### config.mk
export PLATFORM = sky130hd
export DESIGN_NAME = deband_pixel_blend_core
export DESIGN_NICKNAME = d
export VERILOG_FILES = /design/src/sv/dpb_pkg.sv /design/src/sv/dpb_regs.sv /design/src/sv/dpb_blend.sv /design/src/sv/deband_pixel_blend.sv
export VERILOG_INCLUDE_DIRS = /design/src /design/src/sv
export SDC_FILE = /design/constraint.sdc
export NUM_CORES = 1
export LEC_CHECK = 0
export BUFFER_PORTS_ARGS = -buffer_cell sky130_fd_sc_hd__buf_4
export CAP_MARGIN = 20
export CORE_MARGIN = 2
export CORE_UTILIZATION = 59
export DETAILED_ROUTE_END_ITERATION = 10
export PLACE_DENSITY = 0.83
export SLEW_MARGIN = 10
export SYNTH_ARGS = -nofsm -noshare
export SYNTH_HDL_FRONTEND = slang
export SYNTH_SLANG_ARGS = --single-unit
### constraint.sdc
create_clock -name clk -period 15.33 [get_ports clk]
set_input_delay 3.066 -clock clk [delete_from_list [all_inputs] [get_ports clk]]
set_output_delay 3.066 -clock clk [all_outputs]
set_load 0.005 [all_outputs]
### src/sv/assert_macros.svh
// assertion macros used by the top-level rtl file
`ifndef ASSERT_MACROS_SVH
`define ASSERT_MACROS_SVH

// clocked check, held off while reset is asserted
`define DPB_ASSERT(lbl, prop) \
    lbl: assert property (@(posedge clk) disable iff (!rst_n) prop) \
        else $error("deband blend check failed");

// clocked check that also runs during reset
`define DPB_ASSERT_ALWAYS(lbl, prop) \
    lbl: assert property (@(posedge clk) prop) \
        else $error("deband blend check failed");

`endif

### src/sv/dpb_pkg.sv
// package: widths, register map and shared types of the deband pixel blend
package dpb_pkg;

    localparam int PIX_W  = 8;
    localparam int MODE_W = 2;
    localparam int ADDR_W = 4;
    localparam int DATA_W = 32;

    // register indexes, taken from paddr[3:2]
    localparam logic [1:0] REG_THRESHOLD    = 2'd0;
    localparam logic [1:0] REG_REF_MODE     = 2'd1;
    localparam logic [1:0] REG_BLUR_COMPARE = 2'd2;

    // sample modes
    localparam logic [MODE_W-1:0] MODE_FOUR = 2'd2;

    // reset values
    localparam logic [PIX_W-1:0]  THRESHOLD_RST    = 8'd0;
    localparam logic [MODE_W-1:0] REF_MODE_RST     = 2'd2;
    localparam logic              BLUR_COMPARE_RST = 1'b1;

    // sign bit of the dither
    localparam logic [PIX_W-1:0] SIGN_BIAS = 8'h80;

    typedef struct packed {
        logic [PIX_W-1:0]  threshold;
        logic [MODE_W-1:0] ref_mode;
        logic              blur_compare;
    } cfg_t;

    typedef struct packed {
        logic [PIX_W-1:0] source_pixel;
        logic [PIX_W-1:0] ref_a;
        logic [PIX_W-1:0] ref_b;
        logic [PIX_W-1:0] ref_c;
        logic [PIX_W-1:0] ref_d;
        logic [PIX_W-1:0] dither;
    } pix_word_t;

endpackage

### src/sv/dpb_regs.sv
// configuration register file behind the apb port
module dpb_regs
    import dpb_pkg::*;
(
    input  logic              clk,
    input  logic              rst_n,
    input  logic              psel,
    input  logic              penable,
    input  logic              pwrite,
    input  logic [ADDR_W-1:0] paddr,
    input  logic [DATA_W-1:0] pwdata,
    output logic [DATA_W-1:0] prdata,
    output logic              pready,
    output cfg_t              cfg
);

    cfg_t       cfg_reg;
    logic       wr_en;
    logic [1:0] reg_idx;

    assign pready  = 1'b1;
    assign reg_idx = paddr[3:2];
    assign wr_en   = psel && penable && pwrite;
    assign cfg     = cfg_reg;

    always_ff @(posedge clk or negedge rst_n)
    begin
        if (!rst_n)
        begin
            cfg_reg.threshold    <= THRESHOLD_RST;
            cfg_reg.ref_mode     <= REF_MODE_RST;
            cfg_reg.blur_compare <= BLUR_COMPARE_RST;
        end
        else if (wr_en)
        begin
            unique case (reg_idx)
                REG_THRESHOLD:    cfg_reg.threshold    <= pwdata[PIX_W-1:0];
                REG_REF_MODE:     cfg_reg.ref_mode     <= pwdata[MODE_W-1:0];
                REG_BLUR_COMPARE: cfg_reg.blur_compare <= pwdata[0];
                default:          ;
            endcase
        end
    end

    always_comb
    begin
        unique case (reg_idx)
            REG_THRESHOLD:    prdata = {{(DATA_W-PIX_W){1'b0}}, cfg_reg.threshold};
            REG_REF_MODE:     prdata = {{(DATA_W-MODE_W){1'b0}}, cfg_reg.ref_mode};
            REG_BLUR_COMPARE: prdata = {{(DATA_W-1){1'b0}}, cfg_reg.blur_compare};
            default:          prdata = '0;
        endcase
    end

endmodule

### src/sv/dpb_blend.sv
// blur, threshold test and saturating dither add for one pixel
module dpb_blend
    import dpb_pkg::*;
(
    input  cfg_t             cfg,
    input  pix_word_t        word,
    output logic [PIX_W-1:0] result_pixel
);

    logic             four;
    logic [PIX_W:0]   sum_ab;
    logic [PIX_W:0]   sum_cd;
    logic [PIX_W-1:0] avg_ab;
    logic [PIX_W-1:0] avg_cd;
    logic [PIX_W-1:0] hi;
    logic [PIX_W-1:0] lo;
    logic [PIX_W-1:0] hi_dec;
    logic [PIX_W:0]   sum_mix;
    logic [PIX_W-1:0] blur;
    logic             keep_blur;
    logic             keep_refs;
    logic             keep;
    logic [PIX_W-1:0] chosen;
    logic [PIX_W+1:0] dsum;

    // absolute difference at or above threshold
    function automatic logic over_limit(input logic [PIX_W-1:0] a,
                                        input logic [PIX_W-1:0] b,
                                        input logic [PIX_W-1:0] thr);
        logic [PIX_W-1:0] d;
        d = (a > b) ? (a - b) : (b - a);
        return d >= thr;
    endfunction

    assign four = (cfg.ref_mode == MODE_FOUR);

    always_comb
    begin
        sum_ab  = {1'b0, word.ref_a} + {1'b0, word.ref_b} + 9'd1;
        sum_cd  = {1'b0, word.ref_c} + {1'b0, word.ref_d} + 9'd1;
        avg_ab  = sum_ab[PIX_W:1];
        avg_cd  = sum_cd[PIX_W:1];
        hi      = (avg_ab > avg_cd) ? avg_ab : avg_cd;
        lo      = (avg_ab > avg_cd) ? avg_cd : avg_ab;
        hi_dec  = (hi != '0) ? hi - 8'd1 : '0;
        sum_mix = {1'b0, hi_dec} + {1'b0, lo} + 9'd1;
        blur    = four ? sum_mix[PIX_W:1] : avg_ab;

        keep_blur = over_limit(word.source_pixel, blur, cfg.threshold);
        keep_refs = over_limit(word.source_pixel, word.ref_a, cfg.threshold)
                 || over_limit(word.source_pixel, word.ref_b, cfg.threshold)
                 || (four && (over_limit(word.source_pixel, word.ref_c, cfg.threshold)
                           || over_limit(word.source_pixel, word.ref_d, cfg.threshold)));
        keep   = cfg.blur_compare ? keep_blur : keep_refs;
        chosen = keep ? word.source_pixel : blur;

        // 10-bit signed sum of pixel and sign-extended dither
        dsum = {2'b00, chosen}
             + {{2{(word.dither & SIGN_BIAS) != '0}}, word.dither};
        if (dsum[PIX_W+1])
            result_pixel = '0;
        else if (dsum[PIX_W])
            result_pixel = '1;
        else
            result_pixel = dsum[PIX_W-1:0];
    end

endmodule

### src/sv/deband_pixel_blend.sv
// top level of the deband pixel blend: input register, blend logic, result register
// deband pixel blend core. one input word (source pixel, four reference
// pixels, signed dither) gives one result word (the debanded pixel). a word
// can be accepted every cycle while out_stall is low: throughput is then one
// word per clock. out_valid rises once the word has passed the input register
// and the result register that bracket the blend logic. the blur is the rounded
// average of ref_a and ref_b, or in four-reference mode the average of the
// two pair averages with the larger one lowered by one. the source pixel is
// kept when it is at least threshold away from the blur (blur_compare set) or
// from any used reference; the dither is then added with clamping to 0..255.
// configuration sits behind an apb port at byte addresses 0 (threshold),
// 4 (ref_mode) and 8 (blur_compare) and must only be written while idle.
`include "assert_macros.svh"

module deband_pixel_blend_core
    import dpb_pkg::*;
(
    input  logic              clk,
    input  logic              rst_n,

    // apb configuration port
    input  logic              psel,
    input  logic              penable,
    input  logic              pwrite,
    input  logic [ADDR_W-1:0] paddr,
    input  logic [DATA_W-1:0] pwdata,
    output logic [DATA_W-1:0] prdata,
    output logic              pready,

    // input word channel
    input  logic              in_valid,
    output logic              in_stall,
    input  logic [PIX_W-1:0]  source_pixel,
    input  logic [PIX_W-1:0]  ref_a,
    input  logic [PIX_W-1:0]  ref_b,
    input  logic [PIX_W-1:0]  ref_c,
    input  logic [PIX_W-1:0]  ref_d,
    input  logic signed [PIX_W-1:0] dither,

    // result word channel
    output logic              out_valid,
    input  logic              out_stall,
    output logic [PIX_W-1:0]  result_pixel
);

    cfg_t             cfg;
    pix_word_t        in_word_reg;
    logic             in_valid_reg;
    logic [PIX_W-1:0] blend_pixel;
    logic [PIX_W-1:0] result_reg;
    logic             out_valid_reg;
    logic             out_ready;
    logic             in_ready;
    logic             in_take;

    dpb_regs u_regs (
        .clk     (clk),
        .rst_n   (rst_n),
        .psel    (psel),
        .penable (penable),
        .pwrite  (pwrite),
        .paddr   (paddr),
        .pwdata  (pwdata),
        .prdata  (prdata),
        .pready  (pready),
        .cfg     (cfg)
    );

    // result register is free when empty or being drained this cycle
    assign out_ready = !out_valid_reg || !out_stall;
    // input register is free when empty or moving into the result register
    assign in_ready  = !in_valid_reg || out_ready;
    assign in_stall  = !in_ready;
    assign in_take   = in_valid && in_ready;

    // input register
    always_ff @(posedge clk or negedge rst_n)
    begin
        if (!rst_n)
            in_valid_reg <= 1'b0;
        else if (in_ready)
            in_valid_reg <= in_valid;
    end

    always_ff @(posedge clk)
    begin
        if (in_take)
        begin
            in_word_reg.source_pixel <= source_pixel;
            in_word_reg.ref_a        <= ref_a;
            in_word_reg.ref_b        <= ref_b;
            in_word_reg.ref_c        <= ref_c;
            in_word_reg.ref_d        <= ref_d;
            in_word_reg.dither       <= dither;
        end
    end

    // blend logic between the two registers
    dpb_blend u_blend (
        .cfg          (cfg),
        .word         (in_word_reg),
        .result_pixel (blend_pixel)
    );

    // result register
    always_ff @(posedge clk or negedge rst_n)
    begin
        if (!rst_n)
            out_valid_reg <= 1'b0;
        else if (out_ready)
            out_valid_reg <= in_valid_reg;
    end

    always_ff @(posedge clk)
    begin
        if (out_ready && in_valid_reg)
            result_reg <= blend_pixel;
    end

    assign out_valid    = out_valid_reg;
    assign result_pixel = result_reg;

    // a full pipe with a stalled output must hold off new words
    `DPB_ASSERT(a_full_stalls, (in_valid_reg && out_valid_reg && out_stall) |-> in_stall)
    // an accepted word lands in the input register
    `DPB_ASSERT(a_take_loads, in_take |=> in_valid_reg)
    // a word leaving the input register shows up as a result
    `DPB_ASSERT(a_move_shows, (in_valid_reg && out_ready) |=> out_valid)
    // a threshold write is visible in the next cycle
    `DPB_ASSERT(a_thr_write, (psel && penable && pwrite && paddr[3:2] == REG_THRESHOLD)
        |=> cfg.threshold == $past(pwdata[PIX_W-1:0]))

endmodule

# Word level (Yosys, flattened, before mapping)
# Index checks and enable logic that the tools add are counted.
[totals]
reg_bits = 69
latch_bits = 0
ramBits = 0
romBits = 0
in_bits = 91
output_inout_bits = 43
word_cells = 76
mem_count = 0
[op_classes]
n_addsub = 18
multipliers = 0
div_mod_pow = 0
n_lt_le_gt_ge = 11
n_eq_ne = 3
shift = 0
mux = 13
bitwise_logic = 0
n_reduce_logical = 19
[ops]
columns = ["cell", "n"]
rows = [
  ["two-way mux 8 bit", 11],
  ["subtractor 8 bit", 10],
  ["> comparator 8 bit", 6],
  ["greater-or-equal comparator 8 bit", 5],
  ["adder 8 x 8 -> 9 bit", 3],
  ["adder 9 x 1 -> 9 bit (second input constant)", 3],
  ["one-hot mux 8 bit (3 select lines)", 1],
  ["adder 9 x 8 -> 10 bit", 1],
  ["nonzero test 8 bit", 1],
  ["subtractor 8 x 1 -> 8 bit (second input constant)", 1],
  ["AND reduction 2 bit", 3],
  ["logical AND 1 bit", 5],
  ["logical OR 1 bit", 5],
  ["equality test 2 bit (second input constant)", 2],
  ["logical NOT 1 bit", 4],
  ["equality test 2 x 1 -> 1 bit (second input constant)", 1],
  ["logical NOT 2 bit", 1],
  ["two-way mux 1 bit", 1],
]

# Logic depth before layout (Yosys ltp)
# Gate-level depths: netlist (run 1).
[depth]
word_depth = 16
mapped_depth = 63
ltp_nobuf = 61

# By module
# From an unflattened synthesis (run 1), not the netlist that was laid out.
[hier_totals]
cells_unflattened = 940
hier_area_um2 = 8620.8
[modules_own_cells]
columns = ["module", "instances", "cells_each", "area_per_inst_um2", "seq_area_each_um2"]
rows = [
  ["dpb_blend", 1, 810, 6124.6, 0.0],
  ["deband_pixel_blend_core", 1, 64, 1774.2, 1731.7],
  ["dpb_regs", 1, 66, 721.9, 277.8],
]

# Worst setup path after synthesis (run 1)
# No wires, ideal clock.
[synth_timing]
kind = "register -> register"
from = "register in_word_reg[25] (netlist bit)"
to = "register result_reg[0] (netlist: result_pixel[0]) (data pin)"
setup_time_ns = 0.279
arrival_time_ns = 11.290
t_required_ns = 15.051
setup_slack_ns = 3.761
stages_incl_launch_ff = 57
n_path_buf = 3
period_less_slack_ns = 11.569
cell_sequence = "edfxtp_1 inv_1 fa_1 nand2b_1 a211oi_2 o31ai_4 nand2b_1 a21oi_1 inv_1 ha_1 and3_1 a221oi_2 o21ai_2 o21ai_4 clkbuf_1 mux2_2 ha_1 inv_1 (+21 left out) xnor2_1 ha_1 o21ai_0 a21oi_1 nor3b_1 a31o_2 clkbuf_1 o21ai_0 ha_1 fa_1 a21o_1 a21oi_1 o21bai_1 a21oi_1 o21bai_1 a21oi_1 xor2_1 a21oi_1"
[synth_between]
elab_chain_len = 16
word_cells_on_any_way = 27
cone_classes = "add/sub: 10; order compare: 5; mux: 9; reduce/logical: 3"
[synth_rtl]
columns = ["element", "line", "source"]
rows = [
  ["start: declaration", "deband_pixel_blend.sv:47", "pix_word_t in_word_reg;"],
  ["adder 8 x 8 -> 9 bit", "dpb_blend.sv:39", "sum_ab = {1'b0, word.ref_a} + {1'b0, word.ref_b} + 9'd1;"],
  ["adder 9 x 1 -> 9 bit", "dpb_blend.sv:39", ""],
  ["> comparator 8 bit", "dpb_blend.sv:43, dpb_blend.sv:44", ""],
  ["two-way mux 8 bit", "dpb_blend.sv:43", "hi = (avg_ab > avg_cd) ? avg_ab : avg_cd;"],
  ["subtractor 8 x 1 -> 8 bit / nonzero test 8 bit (equally long branches)", "dpb_blend.sv:45", "hi_dec = (hi != '0) ? hi - 8'd1 : '0;"],
  ["two-way mux 8 bit", "dpb_blend.sv:45", ""],
  ["adder 8 x 8 -> 9 bit", "dpb_blend.sv:46", "sum_mix = {1'b0, hi_dec} + {1'b0, lo} + 9'd1;"],
  ["adder 9 x 1 -> 9 bit", "dpb_blend.sv:46", ""],
  ["two-way mux 8 bit", "dpb_blend.sv:47", "blur = four ? sum_mix[PIX_W:1] : avg_ab;"],
  ["subtractor 8 bit / > comparator 8 bit (equally long branches)", "dpb_blend.sv:31", "d = (a > b) ? (a - b) : (b - a);"],
  ["two-way mux 8 bit", "dpb_blend.sv:31", ""],
  ["greater-or-equal comparator 8 bit", "dpb_blend.sv:32", "return d >= thr;"],
  ["two-way mux 1 bit", "dpb_blend.sv:54", "keep = cfg.blur_compare ? keep_blur : keep_refs;"],
  ["two-way mux 8 bit (*)", "dpb_blend.sv:55", "chosen = keep ? word.source_pixel : blur;"],
  ["adder 9 x 8 -> 10 bit (*)", "dpb_blend.sv:59", "+ {{2{(word.dither & SIGN_BIAS) != '0}}, word.dither};"],
  ["two-way mux 8 bit", "dpb_blend.sv:62", "else if (dsum[PIX_W])"],
  ["end signal: assignment", "deband_pixel_blend.sv:117", "result_reg <= blend_pixel;"],
  ["end: declaration", "deband_pixel_blend.sv:50", "logic [PIX_W-1:0] result_reg;"],
]
# Every way passes the cells marked *; elsewhere a longest branch is shown, timed or not.
# A chain may end at the register's enable or synchronous reset.

# Worst setup path after layout (run 1)
[layout_timing]
from = "register in_word_reg[26] (netlist bit)"
to = "register result_reg[0] (netlist: result_pixel[0]) (data pin)"
# The elaborated chain is that of the path after synthesis.

==> out/qor.txt, run 1 <==
status: finished clean
die span in x: 124.4 um
WS Path Type: flip-flop to flip-flop
Post-Route WL: 21.41 mm
final setup margin: 2233 ps
Crit Path Max Fanout: 26
Syn Inst Count: 932
post-synth cell types: 69
slowest stage delay, CP: 660 ps
Setup Skew: 9.875 ps
slew at the pin closest to its max-slew limit: 960.5 ps
initial antenna violation count: 0
grt ovf: 0
Post-DP HPWL: 16.71 mm
Clock Latency Late Sink: 350 ps
CTS tree: done
cts hold-fix bufs: 0
period utilization: 0.8543
clock sinks: 69
H-tree depth: 3
Final TNS setup: 0 ps
top post-synthesis cells by count: 154 x ha_1, 90 x inv_1, 74 x a21oi_1
number of synthesized flops with an enable pin: 56
largest net degree at the start of global routing: 49
drt pass-1 iters: 5
IO buf count: 82
final setup fails: 0
Synth Area per Inst: 9.171 um2
Worst Hold Path Cells: 1
Hold Crit Start: in_valid_reg
pwr dens: 148.6 mW/mm2
post-cts resize count: 0
top cells by area, synth: ha_1 23%, edfxtp_1 20%, a21oi_1 4.3%, inv_1 4.0%, xnor2_1 3.8%
FF-to-FF path depth: 58
share of the synthesized area in the top cell type: 0.2254
clk slew on worst S/H paths: 70 ps
CTS Buffer Depth: 2
via-per-instance ratio: 5.882
area of the core: 0.01404 mm2
FP Rows: 43
die area: 0.01547 mm2
Most used DFF post-synth: edfxtp_1
area delta synth->final: 11.89%
Slew Viols, Final: 0
worst relative slew slack: 0.3583
mapped cell area: 0.008547 mm2
Fin. Hold Viols: 0
Crit. End Element: flip-flop
YS warnings: 0
Initial Util: 0.6087
vias in the first global route: 6691
Crit path top cell by count: a21oi_1
CP arrival: 13170 ps
routed length per instance: 17.87 um
first-pass GRT wire length: 33.95 mm
vias: 7047
maximum VDD drop: 0.08630 mV
Max Fclk: 0.07635 GHz
routability cong.: 1.040
Seq/Total Area, Yosys: 0.2351
Tmin final: 13100 ps
Worst Hold End: out_valid
max reg flops: 48
critical path data required time: 15410 ps
Critical R2R Capture: result_pixel[0]
worst min path class: flip-flop to flip-flop
cts bufs inserted: 9
count leader, synth: ha_1
post-route ant nets: 0
r2r setup slk: 2230 ps
Filler cells: 1118
Util after Layout: 0.6810
ratio of cells with drive above 1 in the final layout: 0.1444
Synth async-reset ratio: 0.1884
Power Total: 1.421 mW
Final nets: 1272
leak pwr: 4.554 nW
GRT Overall Usage: 0.2766
Slowest-stage cell, CP: xnor2_1
initial drt markers: 475
RR Startpoint: in_word_reg[26]
RSZ-0062 raised after global routing: no
die height: 124.4 um
area leader, netlist: ha_1
FF+latch count, synth: 69
diode count: 0
startpoint types: flip-flop
Root Buffer: clkbuf_16
Setup WS pre-CTS: 2505 ps
# DRC: 0
I/O pins: 134
Post-CTS Setup Bufs: 0
Max Cap Viol: 0
cell usage in the layout (no fill, tap or decap), types with 10 or more instances in the layout:
cell	count
conb_1	25
xor2_1	19
a21oi_1	74
ha_1	154
xnor2_1	37
nand2b_1	20
a21o_1	27
nand2_1	56
nand4_1	14
fa_1	14
o21a_1	10
buf_4	86
edfxtp_1	56
nand3_1	10
mux2_2	23
dfrtp_1	11
o21ai_0	57
nor2_1	45
nor3_1	18
inv_1	90
mux2i_1	31
nor2b_1	26
report_power, final:
group,internal (mW),total (mW),switching (mW)
Combinational,0.421,0.949,0.527
Clock,0.115,0.210,0.0949
Sequential,0.241,0.263,0.0216
worst max-delay path: cells and delay by family (launching register included):
family | cells | cell delay, ps
simple gates | 14 | 1960
fa+ha+maj | 8 | 2910
buf+inv | 3 | 430
flops | 1 | 430
xor+xnor | 4 | 1400
mux | 1 | 430
compound gates | 28 | 5240
through the flow:
step | hold WS [ps] | area (um2) | cells
global placement | 451.0 | 9266 | 1182
detailed placement | 481.9 | 9266 | 1182
CTS | 496.3 | 9563 | 1198
global route | 499.9 | 9563 | 1198
finish | 490.3 | 9563 | 1198
floorplan | 443.4 | 8633 | 955
how the worst max path moves through the flow:
stage	start	to	slack, ps	cells after the start
floorplan	in_word_reg[25]	result_pixel[0]	3760	56
global placement	in_word_reg[33]	result_pixel[1]	2730	59
detailed placement	in_word_reg[26]	result_pixel[0]	2500	58
CTS	in_word_reg[26]	result_pixel[0]	2410	58
global route	in_word_reg[33]	result_pixel[0]	1390	59
finish	in_word_reg[26]	result_pixel[0]	2230	58
cells by family (layout without fill, tap and decap cells):
kind of cell,after synthesis,in the layout,synth area share
other cells,2,25,0.0008787
mux,55,55,0.06836
simple gates,216,216,0.1291
flops,69,69,0.2351
compound gates,237,237,0.1828
xor+xnor,56,56,0.05739
fa+ha+maj,168,168,0.2582
buf+inv,129,192,0.06807
routing by layer:
layer	track usage	up-vias	wire length [um]
met3	0.06314	35	1811
li1	-	3453	-
met1	0.3710	3283	9225
met4	0.08460	0	467
met5	0	-	0
met2	0.4458	276	9901
cell type report:
type                    instances  area, um2  share of cell area
clock buffers                   9      225.2             0.02355
multi-input cells             757       6048              0.6325
well taps                     180      225.2             0.02355
clock inverters                 7      71.32            0.007458
flip-flops and latches         69       2009              0.2101
repair buffers                 86      645.6             0.06751
inverters                      90      337.8             0.03533
Note: power is estimated with default switching activity, not from simulation.
==> run 2: changes to the inputs <==
--- a/config.mk
+++ b/config.mk
@@ -6,12 +6,14 @@
 export SDC_FILE = /design/constraint.sdc
 export NUM_CORES = 1
 export LEC_CHECK = 0
+export ABC_AREA = 0
 export BUFFER_PORTS_ARGS = -buffer_cell sky130_fd_sc_hd__buf_4
 export CAP_MARGIN = 20
 export CORE_MARGIN = 2
-export CORE_UTILIZATION = 59
+export CORE_UTILIZATION = 60
+export CTS_BUF_LIST = sky130_fd_sc_hd__clkbuf_4
 export DETAILED_ROUTE_END_ITERATION = 10
-export PLACE_DENSITY = 0.83
+export PLACE_DENSITY = 0.84
 export SLEW_MARGIN = 10
 export SYNTH_ARGS = -nofsm -noshare
 export SYNTH_HDL_FRONTEND = slang
==> out/qor.txt, run 2 (same netlist as run 1, synthesis figures left out) <==
ratio of cells with drive above 1 in the final layout: 0.1444
Slew Viols, Final: 0
Util after Layout: 0.6787
CTS Buffer Depth: 2
Fin. Hold Viols: 0
CTS tree: done
WS Path Type: flip-flop to flip-flop
Crit path top cell by count: a21oi_1
vias in the first global route: 6823
Setup WS pre-CTS: 2583 ps
Crit Path Max Fanout: 26
H-tree depth: 3
Setup Skew: 22.13 ps
FP Rows: 43
dpl cell area: 0.009259 mm2
Clock Latency Late Sink: 500 ps
Initial Util: 0.6157
slew at the pin closest to its max-slew limit: 958.4 ps
die height: 123.4 um
period utilization: 0.8489
diode count: 0
post-route cell area: 0.009420 mm2
max reg flops: 48
post-route ant nets: 0
initial antenna violation count: 0
die span in x: 123.4 um
final setup fails: 0
Final TNS setup: 0 ps
leading cell type in the layout, fill and taps excluded: ha_1
Root Buffer: clkbuf_4
RR Startpoint: in_word_reg[33]
vias: 7125
worst min path class: flip-flop to flip-flop
Post-CTS Setup Bufs: 0
routability cong.: 0.9413
pwr dens: 141.5 mW/mm2
RSZ-0062 raised after global routing: no
post-cts resize count: 0
area of the core: 0.01388 mm2
Post-DP HPWL: 16.97 mm
grt ovf: 0
largest net degree at the start of global routing: 49
Crit. End Element: flip-flop
Slowest-stage cell, CP: o21ai_4
GRT Overall Usage: 0.2856
clock sinks: 69
drt pass-1 iters: 5
CP arrival: 13250 ps
first-pass GRT wire length: 33.02 mm
IO buf count: 82
commonest non-fill, non-tap cells in the layout: 154 x ha_1, 90 x inv_1, 85 x buf_4, 74 x a21oi_1, 57 x o21ai_0
slowest stage delay, CP: 600 ps
cts bufs inserted: 9
maximum VDD drop: 0.09880 mV
I/O pins: 134
critical path data required time: 15560 ps
Power Total: 1.333 mW
final setup margin: 2316 ps
leak pwr: 4.491 nW
worst relative slew slack: 0.3597
Post-Route WL: 21.25 mm
clk slew on worst S/H paths: 140 ps
status: finished clean
startpoint types: flip-flop
cts hold-fix bufs: 0
Max Cap Viol: 0
# DRC: 0
Max Fclk: 0.07684 GHz
Tmin final: 13010 ps
initial drt markers: 469
via-per-instance ratio: 5.947
Final nets: 1272
routed length per instance: 17.73 um
Hold Crit Start: in_valid_reg
die area: 0.01522 mm2
CP startpoint: in_word_reg[33]
area delta synth->final: 10.22%
==> run 2: metrics by stage <==
step / hold WS (ps) / instances
2_1_floorplan: 443.4 / 955
3_3_place_gp: 452.6 / 1181
3_5_place_dp: 466.0 / 1181
4_1_cts: 494.8 / 1197
5_1_grt: 517.9 / 1198
6_report: 491.8 / 1198
==> run 2: final cells by class <==
cell class	count	area, um2
clock buffer	9	67.56
clock inverter	7	73.82
fill	1161	4461
inverter	90	337.8
multi-input combinational	757	6048
sequential	69	2009
tap	180	225.2
timing repair buffer	86	658.1
==> run 2: power breakdown <==
group	total, mW	internal, mW	switching [mW]
combinational	0.949	0.422	0.527
clock	0.123	0.0389	0.0842
sequential	0.262	0.240	0.0211
==> run 2: per-layer routing <==
metal  vias to the layer above  wire [um]  track usage
li1                       3455          -            -
met1                      3365       9049       0.3680
met2                       258       9843       0.4725
met3                        47       1610      0.04705
met4                         0        742       0.1229
met5                         -          0            0
==> run 2: critical path: cells and delay by family (launching register included) <==
| kind | cells | cell delay [ps] |
|---|---|---|
| XOR/XNOR | 3 | 740 |
| adder cells (fa/ha/maj) | 8 | 2730 |
| flip-flops | 1 | 500 |
| multiplexers | 1 | 430 |
| buffers and inverters | 5 | 700 |
| AND/OR/NAND/NOR | 15 | 2140 |
| AO/OA/AOI/OAI | 27 | 5500 |
==> run 2: worst paths after layout <==
check                                  end  slack, ps  depth (start not counted)
min in group asynchronous        out_valid       2390                          1
max in group asynchronous    u_regs.cfg[0]      12680                          1
min reg2reg                      out_valid        490                          1
min                              out_valid        490                          1
max reg2reg                result_pixel[0]       2320                         59
max                        result_pixel[0]       2320                         59
